### config.mk
export PLATFORM = sky130hd
export DESIGN_NAME = utc_gps_time_converter
export DESIGN_NICKNAME = d
export VERILOG_FILES = /design/src/rtl/utcgps_pkg.sv /design/src/rtl/utc_gps_time_converter.sv
export VERILOG_INCLUDE_DIRS = /design/src /design/src/rtl
export SDC_FILE = /design/constraint.sdc
export NUM_CORES = 2
export LEC_CHECK = 0
export ABC_AREA = 0
export BUFFER_PORTS_ARGS = -buffer_cell sky130_fd_sc_hd__buf_2
export CORE_ASPECT_RATIO = 1.1
export CORE_MARGIN = 8
export CORE_UTILIZATION = 35
export CTS_CLUSTER_SIZE = 25
export DETAILED_ROUTE_END_ITERATION = 8
export GPL_TIMING_DRIVEN = 0
export HOLD_SLACK_MARGIN = 0.03
export PLACE_DENSITY = 0.52
export SETUP_SLACK_MARGIN = 0.5
export SLEW_MARGIN = 5
export SYNTH_ARGS = -nofsm -noshare
export SYNTH_HDL_FRONTEND = slang
export SYNTH_SLANG_ARGS = --single-unit
### constraint.sdc
create_clock -name clk_i -period 14.7 [get_ports clk_i]
set_input_delay 0.735 -clock clk_i [delete_from_list [all_inputs] [get_ports clk_i]]
set_output_delay 0.735 -clock clk_i [all_outputs]
set_load 0.02 [all_outputs]
### src/rtl/assert_macros.svh
// Assertion macros shared by the RTL of the time converter.
// Depends on nothing; taken in by `include where a module asserts.
`ifndef ASSERT_MACROS_SVH
`define ASSERT_MACROS_SVH

// Implication in the same cycle, checked out of reset.
`define ASSERT_IMPL(lbl, clk, rstn, pre, post) \
  lbl: assert property (@(posedge clk) disable iff (!(rstn)) (pre) |-> (post)) \
    else $error("implication check failed");

// Implication after a fixed number of cycles.
`define ASSERT_DELAY(lbl, clk, rstn, pre, dly, post) \
  lbl: assert property (@(posedge clk) disable iff (!(rstn)) (pre) |-> ##dly (post)) \
    else $error("delayed check failed");

`endif

### src/rtl/utcgps_pkg.sv
// Constants and helper functions for the UTC / GPS time converter.
// No dependencies; used by utc_gps_time_converter.
`timescale 1ns / 1ps

package utcgps_pkg;

  localparam int LEAP_KNOWN = 18;

  // newest first: year, month, GPS minus UTC seconds; each starts on day 1
  localparam int LEAP_YR [LEAP_KNOWN] = '{2017, 2015, 2012, 2009, 2006, 1999, 1997, 1996,
                                          1994, 1993, 1992, 1991, 1990, 1988, 1985, 1983,
                                          1982, 1981};
  localparam int LEAP_MO [LEAP_KNOWN] = '{1, 7, 7, 1, 1, 1, 7, 1, 7, 7, 7, 1, 1, 1, 7, 7,
                                          7, 7};
  localparam int LEAP_OFF [LEAP_KNOWN] = '{18, 17, 16, 15, 14, 13, 12, 11, 10, 9, 8, 7,
                                           6, 5, 4, 3, 2, 1};

  localparam logic [34:0] EPOCH_SEC  = 35'd315964800;  // 1980-01-06 since 1970
  localparam logic [19:0] SEC_WEEK   = 20'd604800;
  localparam logic [19:0] SEC_DAY    = 20'd86400;
  localparam logic [10:0] DAYS_CYCLE = 11'd1461;
  localparam logic [11:0] YEAR_BASE  = 12'd1970;
  localparam logic [11:0] YEAR_LAST  = 12'd2099;

  // reciprocals: week on (g >> 7) / 4725, day on (t >> 7) / 675
  localparam logic [26:0] RCP_WEEK  = 27'd58175219;
  localparam logic [26:0] RCP_DAY   = 27'd101806633;
  localparam logic [16:0] RCP_CYCLE = 17'd91868;   // / 1461, shift 27
  localparam logic [13:0] RCP_HOUR  = 14'd9321;    // (x >> 4) / 225, shift 21
  localparam logic [10:0] RCP_MIN   = 11'd1093;    // (x >> 2) / 15, shift 14

  // zero-based day of year at which a month starts, common year
  function automatic logic [8:0] month_start(logic [3:0] mon);
    logic [8:0] r;
    unique case (mon)
      4'd1:    r = 9'd0;
      4'd2:    r = 9'd31;
      4'd3:    r = 9'd59;
      4'd4:    r = 9'd90;
      4'd5:    r = 9'd120;
      4'd6:    r = 9'd151;
      4'd7:    r = 9'd181;
      4'd8:    r = 9'd212;
      4'd9:    r = 9'd243;
      4'd10:   r = 9'd273;
      4'd11:   r = 9'd304;
      4'd12:   r = 9'd334;
      default: r = 9'd0;
    endcase
    return r;
  endfunction

  // seconds since 1970 at which a leap table row takes effect
  function automatic longint leap_start(int idx);
    longint y;
    longint m;
    longint d;
    y = longint'(LEAP_YR[idx]);
    m = longint'(LEAP_MO[idx]);
    d = (y - 1970) * 365 + (y - 1969) / 4 + longint'(month_start(4'(m)));
    if ((y % 4) == 0 && m >= 3) d = d + 1;
    return d * 86400;
  endfunction

endpackage

### src/rtl/utc_gps_time_converter.sv
// Top level of the UTC calendar <-> GPS week / time-of-week converter.
// Depends on utcgps_pkg and assert_macros.svh.
//
// Usage:
//   Raise start_i with the command and its fields; the transfer is taken
//   at that edge since busy_o stays low (the pipeline takes one item per
//   cycle). Command 0 converts UTC calendar time to GPS week and seconds
//   of week, command 1 does the reverse; microseconds pass through,
//   saturated at 999999.
//   Each item gives one result: done_o is high for exactly one cycle
//   with the result ports valid in that cycle. Throughput is one item
//   per cycle; the pipeline has ten register stages (day count, seconds,
//   leap table search, leap fix-up, reciprocal divide, remainder, then
//   the calendar split).
//   The receiver cannot stall, so results are never held back.
//   Reset clears all stage valid bits; items in flight are dropped.
`timescale 1ns / 1ps
`include "assert_macros.svh"

module utc_gps_time_converter #(
  parameter int LEAP_ENTRIES = 18
) (
  input  logic        clk_i,
  input  logic        rst_ni,
  input  logic        start_i,
  output logic        busy_o,
  input  logic        command_i,
  input  logic [11:0] year_i,
  input  logic [3:0]  month_i,
  input  logic [4:0]  day_of_month_i,
  input  logic [4:0]  hour_i,
  input  logic [5:0]  minute_i,
  input  logic [5:0]  second_i,
  input  logic [19:0] microsecond_i,
  input  logic [12:0] gps_week_i,
  input  logic [19:0] week_seconds_i,
  output logic        done_o,
  output logic        valid_res_o,
  output logic [12:0] out_week_o,
  output logic [19:0] out_week_seconds_o,
  output logic [19:0] out_microsecond_o,
  output logic [11:0] out_year_o,
  output logic [3:0]  out_month_o,
  output logic [4:0]  out_day_o,
  output logic [4:0]  out_hour_o,
  output logic [5:0]  out_minute_o,
  output logic [5:0]  out_second_o
);

  localparam int NSTG = 10;

  logic        accept;
  logic [NSTG-1:1] v_q;
  logic [NSTG-1:1] cmd_q;
  logic [NSTG-1:1] inv_q;     // command 0 result flagged invalid
  logic [19:0] us_q [NSTG-1:1];

  // stage 1
  logic signed [17:0] days1_d, days1_q;
  logic [16:0] tod1_d, tod1_q;
  logic [34:0] tg1_d, tg1_q;
  logic        bad1_d;
  logic [19:0] us1_d;
  // stage 2 to 4
  logic signed [34:0] t2_d, t2_q, t3_q, a4_d, a4_q;
  logic [4:0]  off3_d, off3_q;
  // stage 5 and 6
  logic [52:0] prod5;
  logic [15:0] q5_d, q5_q, q6_q, q7_q, q8_q, q9_q;
  logic [32:0] a5_q;
  logic [35:0] prod6;
  logic [19:0] r6_d, r6_q, r7_q, r8_q, r9_q;
  // stage 7 to 9 (calendar)
  logic [32:0] prod7c;
  logic [26:0] prod7h;
  logic [5:0]  q4_7_q, q4_8_q, q4_9_q;
  logic [4:0]  hr7_q, hr8_q, hr9_q;
  logic [10:0] dcyc8_d, dcyc8_q;
  logic [11:0] remh8_d, remh8_q, remh9_q;
  logic [1:0]  yc9_d, yc9_q;
  logic [8:0]  doy9_d, doy9_q;
  logic [20:0] prod9m;
  logic [5:0]  min9_q;
  // output stage
  logic [3:0]  mon10;
  logic [8:0]  cum10;
  logic [11:0] yr10;
  logic [5:0]  sec10;

  assign busy_o = 1'b0;
  assign accept = start_i && !busy_o;

  // stage 1: day count and time of day, or GPS seconds since 1970
  always_comb begin
    logic [7:0]  yo;
    logic [16:0] sum;
    logic        adj;
    yo     = 8'(year_i - utcgps_pkg::YEAR_BASE);
    bad1_d = (year_i < utcgps_pkg::YEAR_BASE) || (year_i > utcgps_pkg::YEAR_LAST) ||
             (month_i < 4'd1) || (month_i > 4'd12);
    adj    = (yo[1:0] == 2'd2) && (month_i >= 4'd3);
    sum    = 17'(yo) * 17'd365 + 17'((9'(yo) + 9'd1) >> 2) +
             17'(utcgps_pkg::month_start(month_i)) + 17'(day_of_month_i) + 17'(adj);
    days1_d = $signed({1'b0, sum}) - 18'sd1;
    tod1_d  = 17'(hour_i) * 17'd3600 + 17'(minute_i) * 17'd60 + 17'(second_i);
    tg1_d   = utcgps_pkg::EPOCH_SEC + 35'(gps_week_i) * 35'(utcgps_pkg::SEC_WEEK) +
              35'(week_seconds_i);
    us1_d   = (microsecond_i > 20'd999999) ? 20'd999999 : microsecond_i;
  end

  // stage 2: seconds since 1970
  assign t2_d = cmd_q[1] ? $signed(tg1_q)
                         : 35'(days1_q) * 35'sd86400 + $signed({18'b0, tod1_q});

  // stage 3: newest applicable leap row
  always_comb begin
    off3_d = '0;
    for (int i = utcgps_pkg::LEAP_KNOWN - 1; i >= 0; i--) begin
      if (i < LEAP_ENTRIES) begin
        if (cmd_q[2]) begin
          if (t2_q >= $signed(35'(utcgps_pkg::leap_start(i) + utcgps_pkg::LEAP_OFF[i])))
            off3_d = 5'(utcgps_pkg::LEAP_OFF[i]);
        end else begin
          if (t2_q >= $signed(35'(utcgps_pkg::leap_start(i))))
            off3_d = 5'(utcgps_pkg::LEAP_OFF[i]);
        end
      end
    end
  end

  // stage 4: apply leap seconds; command 0 moves to the GPS epoch
  assign a4_d = cmd_q[3] ? t3_q - $signed({30'b0, off3_q})
                         : t3_q + $signed({30'b0, off3_q}) - $signed(utcgps_pkg::EPOCH_SEC);

  // stage 5: quotient by week or by day through one shared multiplier
  assign prod5 = 53'(a4_q[32:7]) * 53'(cmd_q[4] ? utcgps_pkg::RCP_DAY : utcgps_pkg::RCP_WEEK);
  assign q5_d  = cmd_q[4] ? prod5[51:36] : {3'b0, prod5[50:38]};

  // stage 6: remainder
  assign prod6 = 36'(q5_q) * 36'(cmd_q[5] ? utcgps_pkg::SEC_DAY : utcgps_pkg::SEC_WEEK);
  assign r6_d  = 20'(36'(a5_q) - prod6);

  // stage 7: four-year cycles and hours
  assign prod7c = 33'(q6_q) * 33'(utcgps_pkg::RCP_CYCLE);
  assign prod7h = 27'(r6_q[16:4]) * 27'(utcgps_pkg::RCP_HOUR);

  // stage 8: day within cycle, seconds within hour
  assign dcyc8_d = 11'(q7_q - 16'(q4_7_q) * 16'(utcgps_pkg::DAYS_CYCLE));
  assign remh8_d = 12'(r7_q - 20'(hr7_q) * 20'd3600);

  // stage 9: year within cycle (third year is the leap year), minutes
  always_comb begin
    priority if (dcyc8_q >= 11'd1096) begin
      yc9_d = 2'd3; doy9_d = 9'(dcyc8_q - 11'd1096);
    end else if (dcyc8_q >= 11'd730) begin
      yc9_d = 2'd2; doy9_d = 9'(dcyc8_q - 11'd730);
    end else if (dcyc8_q >= 11'd365) begin
      yc9_d = 2'd1; doy9_d = 9'(dcyc8_q - 11'd365);
    end else begin
      yc9_d = 2'd0; doy9_d = 9'(dcyc8_q);
    end
  end
  assign prod9m = 21'(remh8_q[11:2]) * 21'(utcgps_pkg::RCP_MIN);

  // stage 10: month walk, day, second and year
  always_comb begin
    logic [8:0] s;
    mon10 = 4'd1;
    cum10 = '0;
    for (int k = 1; k <= 12; k++) begin
      s = utcgps_pkg::month_start(4'(k)) + 9'((yc9_q == 2'd2) && (k >= 3));
      if (doy9_q >= s) begin
        mon10 = 4'(k);
        cum10 = s;
      end
    end
    sec10 = 6'(remh9_q - 12'(min9_q) * 12'd60);
    yr10  = utcgps_pkg::YEAR_BASE + 12'({q4_9_q, 2'b00}) + 12'(yc9_q);
  end

  always_ff @(posedge clk_i or negedge rst_ni) begin
    if (!rst_ni) begin
      v_q    <= '0;
      done_o <= 1'b0;
    end else begin
      v_q    <= {v_q[NSTG-2:1], accept};
      done_o <= v_q[NSTG-1];
    end
  end

  always_ff @(posedge clk_i) begin
    cmd_q[1] <= command_i;
    inv_q[1] <= bad1_d;
    us_q[1]  <= us1_d;
    for (int s = 2; s < NSTG; s++) begin
      cmd_q[s] <= cmd_q[s-1];
      us_q[s]  <= us_q[s-1];
      if (s != 4) inv_q[s] <= inv_q[s-1];
    end
    // flag command 0 instants before the GPS epoch
    inv_q[4] <= inv_q[3] || (!cmd_q[3] && a4_d < 0);
    days1_q <= days1_d;
    tod1_q  <= tod1_d;
    tg1_q   <= tg1_d;
    t2_q    <= t2_d;
    t3_q    <= t2_q;
    off3_q  <= off3_d;
    a4_q    <= a4_d;
    q5_q    <= q5_d;
    a5_q    <= a4_q[32:0];
    q6_q    <= q5_q;
    r6_q    <= r6_d;
    q7_q    <= q6_q;
    r7_q    <= r6_q;
    q4_7_q  <= prod7c[32:27];
    hr7_q   <= prod7h[25:21];
    q8_q    <= q7_q;
    r8_q    <= r7_q;
    q4_8_q  <= q4_7_q;
    hr8_q   <= hr7_q;
    dcyc8_q <= dcyc8_d;
    remh8_q <= remh8_d;
    q9_q    <= q8_q;
    r9_q    <= r8_q;
    q4_9_q  <= q4_8_q;
    hr9_q   <= hr8_q;
    yc9_q   <= yc9_d;
    doy9_q  <= doy9_d;
    remh9_q <= remh8_q;
    min9_q  <= prod9m[19:14];

    out_microsecond_o <= us_q[NSTG-1];
    if (cmd_q[NSTG-1]) begin
      valid_res_o        <= yr10 <= utcgps_pkg::YEAR_LAST;
      out_week_o         <= '0;
      out_week_seconds_o <= '0;
      out_year_o         <= yr10;
      out_month_o        <= mon10;
      out_day_o          <= 5'(doy9_q - cum10 + 9'd1);
      out_hour_o         <= hr9_q;
      out_minute_o       <= min9_q;
      out_second_o       <= sec10;
    end else begin
      valid_res_o        <= !inv_q[NSTG-1];
      out_week_o         <= inv_q[NSTG-1] ? '0 : q9_q[12:0];
      out_week_seconds_o <= inv_q[NSTG-1] ? '0 : r9_q;
      out_year_o         <= '0;
      out_month_o        <= '0;
      out_day_o          <= '0;
      out_hour_o         <= '0;
      out_minute_o       <= '0;
      out_second_o       <= '0;
    end
  end

  `ASSERT_DELAY(a_latency, clk_i, rst_ni, accept, 10, done_o)
  `ASSERT_IMPL(a_week_range, clk_i, rst_ni, done_o, out_week_seconds_o < 20'd604800)
  `ASSERT_IMPL(a_tod_range, clk_i, rst_ni, done_o,
               out_hour_o < 5'd24 && out_minute_o < 6'd60 && out_second_o < 6'd60)
  `ASSERT_IMPL(a_cal_range, clk_i, rst_ni, done_o && out_year_o != 12'd0,
               out_month_o >= 4'd1 && out_month_o <= 4'd12 && out_day_o >= 5'd1)
  `ASSERT_IMPL(a_side_zero, clk_i, rst_ni, done_o && out_year_o != 12'd0,
               out_week_o == 13'd0 && out_week_seconds_o == 20'd0)

endmodule
==> reports/qor.yml <==
run_status: "finished clean"
yosysWarnings: 0
grt_start_max_net_pins: 15
final_antenna_net_count: 0
antennaDiodeCount: 0
setup_violations: 0
hold_depth: 1
chipHeight_um: 452.3
rsz0062_at_grt: "no"
timing.hold.worst_endpoint: "cmd_q[1]"
routed-via-count: 40560
grt_util_met3: 0.01932
ys.flop_type: "sky130_fd_sc_hd__dfxtp_1"
synth.area.mux_share: 0.005061
share_of_the_synthesized_area_in_compound_gates_ao_oa_aoi_oai: 0.08697
totalNegativeSetupSlack_ps: 0
synth.yosys.seq_area_share: 0.2385
die_area_mm2: 0.1866
synth_async_sr_flop_share: 0.01391
post_layout_nonfiller_instances: 8609
r2r.worst_path.cells: 25
endpoint_kind: "flip-flop"
clock_skew_ps: 46.91
cts_max_path_buffers: 3
hold_violations: 0
globalRouteTotalUtil: 0.1566
dp_hpwl_um: 125200
post_synth_num_cell_types: 102
syn_to_final_growth_pct: 10.88
core_area_mm2: 0.1724
crit_required_ps: 15240
finalMaxSlewViolations: 0
final_net_count: 8124
cts.sink_count: 719
wire_length_of_the_first_global_routing_pass_um: 232600
final_layout_size_suffix_gt1_frac: 0.06403
min_path_type: "input port to flip-flop"
syn_area_mm2: 0.06057
worst-slew-pin-transition_ps: 1352
drt_first_pass_iters: 7
arithmetic_cell_share_of_the_synthesized_area_counting_full_adders_half_adders_and_majority_gates: 0.4558
cp_common_cell: "sky130_fd_sc_hd__fa_1"
achievable-frequency_mhz: 89.88
ff2ff_setup_slack_ps: 3570
placement.cell_area_mm2: 0.06441
numCtsBuffers: 82
cp.arrival_ps: 11660
via_count_of_the_first_global_routing_pass: 43130
busiest_layer: "met2"
critical_path_peak_fanout: 10
cts_tree: "built"
timing_worst_setup_path_type: "flip-flop to flip-flop"
number_of_antenna_violations_at_the_first_check_in_global_routing: 1
final_util: 0.3896
grt_util_met2: 0.2901
met1_usage: 0.1874
remaining_overflow_grt: 0
wire_per_inst_um: 16.89
floorplan.io_pins: 189
gp_congestion: 0.9065
clkTransAtPathRegs_ps: 80
finalCriticalPeriod_ps: 11130
synthSimpleGateAreaFrac: 0.08488
netlist_instances: 5994
mostFrequentLayoutCells: "1,336 x sky130_fd_sc_hd__inv_1, 976 x sky130_fd_sc_hd__ha_1, 769 x sky130_fd_sc_hd__fa_1, 709 x sky130_fd_sc_hd__dfxtp_1, 235 x sky130_fd_sc_hd__nand2_1"
synth.ff_latch_count: 719
crit-reg2reg-capture: "q5_q[12]"
routed_via_density: 4.711
timing.critical_path.slowest_stage_cell: "sky130_fd_sc_hd__a221oi_1"
mostFrequentLayoutCell: "sky130_fd_sc_hd__inv_1"
xor_xnor_portion_of_the_synthesized_cell_area: 0.03958
detail_route.wirelength_um: 145400
worst_path_largest_cell_delay_ps: 1100
layout.area.seq_mm2: 0.01444
avgSynthCellArea_um2: 10.11
number_of_h_tree_levels: 3
clk-insertion-delay-late_ps: 700
worst_hold_startpoint: "command_i"
remaining_drc_errors: 0
finish.instance_area_mm2: 0.06716
final_cycle_share: 0.7569
multiInputGateArea_mm2: 0.04080
num_rows: 160
synth_top_family_by_area: "adder cells"
drt_iter0_markers: 1784
start_util: 0.3514
synth_enable_flop_cells: 0
fillers: 17110
max_cap_viol_count: 0
clockRootBuffer: "sky130_fd_sc_hd__clkbuf_16"
die_w_um: 412.6
post_cts_setup_buffer_count: 0
placed_cells_incl_taps: 8467
slew_headroom: 0.09851
reg2reg_from: "cmd_q[4]"
port_buffers: 186
crit_path_start_kind: "flip-flop"
-- through the flow --
stage / worst slack, ps / hold WS, ps
CTS: 3459 / 75.96
global route: 3170 / 105.9
floorplan: 7078 / 309.6
detailed placement: 3489 / 312.1
global placement: 3540 / 309.7
finish: 3574 / 158.5
-- synthesized netlist by cell type (9+ instances only) --
library cell                count  area, µm²
sky130_fd_sc_hd__clkbuf_1      94      352.8
sky130_fd_sc_hd__and3_1        27      168.9
sky130_fd_sc_hd__o31ai_1       29      217.7
sky130_fd_sc_hd__ha_1         976      12210
sky130_fd_sc_hd__a211oi_1      37      277.8
sky130_fd_sc_hd__nand4_1       38      237.7
sky130_fd_sc_hd__o21a_1        51      382.9
sky130_fd_sc_hd__xnor2_1      185       1620
sky130_fd_sc_hd__nand3_1       79      395.4
sky130_fd_sc_hd__and2_1        94      588.1
sky130_fd_sc_hd__a21o_1        70      525.5
sky130_fd_sc_hd__fa_1         769      15390
sky130_fd_sc_hd__xor2_1        85      744.5
sky130_fd_sc_hd__nor2_1       195      732.0
sky130_fd_sc_hd__a221oi_1       9      78.83
sky130_fd_sc_hd__nor2b_1       49      306.5
sky130_fd_sc_hd__dfxtp_1      709      14190
sky130_fd_sc_hd__nor3b_1       11      82.58
sky130_fd_sc_hd__a31oi_1       40      250.2
sky130_fd_sc_hd__a21oi_1      206       1031
sky130_fd_sc_hd__or3_1         20      125.1
sky130_fd_sc_hd__nand2_1      235      882.1
sky130_fd_sc_hd__mux2_2        11      123.9
sky130_fd_sc_hd__o21bai_1      34      255.2
sky130_fd_sc_hd__dfrtp_1       10      250.2
sky130_fd_sc_hd__nand2b_1      62      387.9
sky130_fd_sc_hd__o21ai_0      165      825.8
sky130_fd_sc_hd__o22ai_1       11      68.82
sky130_fd_sc_hd__o2111ai_1      9      78.83
sky130_fd_sc_hd__o211ai_1      22      165.2
sky130_fd_sc_hd__o311ai_0       9      78.83
sky130_fd_sc_hd__inv_1       1336       5015
sky130_fd_sc_hd__or2_2         31      193.9
sky130_fd_sc_hd__nor3_1        67      335.3
sky130_fd_sc_hd__mux2i_1       16      160.2
sky130_fd_sc_hd__nor4_1        24      150.1
sky130_fd_sc_hd__a21boi_0      16      120.1
sky130_fd_sc_hd__a211o_1       12      105.1
-- per-layer routing --
metal | wire [µm] | vias up
met3 | 5572 | 247
li1 | - | 19800
met2 | 74890 | 739
met1 | 60190 | 19770
met5 | 7 | -
met4 | 4779 | 2
-- state kept, by name (all words and copies together), names as in the netlist, 16 cells and up --
signal / count
a4_q: 33
a5_q: 20
days1_q: 18
out_microsecond_o: 20
out_week_seconds_o: 20
q5_q: 16
q6_q: 16
r6_q: 20
r7_q: 20
r8_q: 16
r9_q: 16
t2_q: 35
t3_q: 35
tg1_q: 34
tod1_q: 17
us_q: 180
-- final cells by class --
type	count	area share
inverters	1337	0.07473
well taps	2268	0.04225
multi-input cells	3857	0.6075
clock buffers	107	0.03480
plain buffers	100	0.005682
clock inverters	34	0.005962
flip-flops and latches	719	0.2151
repair buffers	187	0.01401
-- worst max path at each step --
stage              from        to  slack [ps]
6_report       cmd_q[4]  q5_q[12]        3570
5_1_grt        cmd_q[4]  q5_q[11]        3170
4_1_cts        cmd_q[4]  q5_q[11]        3460
3_5_place_dp   cmd_q[4]  q5_q[11]        3490
3_3_place_gp   cmd_q[4]  q5_q[12]        3540
2_1_floorplan  cmd_q[4]  q5_q[11]        7080
-- cell families after synthesis --
logic type,after synthesis
AO/OA/AOI/OAI,805
XOR/XNOR,272
adder cells (fa/ha/maj),1745
buffers and inverters,1437
flip-flops,719
multiplexers,28
other,2
AND/OR/NAND/NOR,986
-- worst max-delay path: cells and delay by family, from the launching register on --
family / cells / cell delay, ps
AO/OA/AOI/OAI: 6 / 2660
AND/OR/NAND/NOR: 4 / 750
adder cells (fa/ha/maj): 8 / 4230
flip-flops: 1 / 690
buffers and inverters: 7 / 2570
-- what timing repair did --
action                                 CTS  global route
hold buffers                             1             0
endpoints found under the hold margin   10             0
resized for setup                        0             0
Power is not shown: default switching activity piles up to over one toggle a cycle in this logic, so the estimate is an artifact.
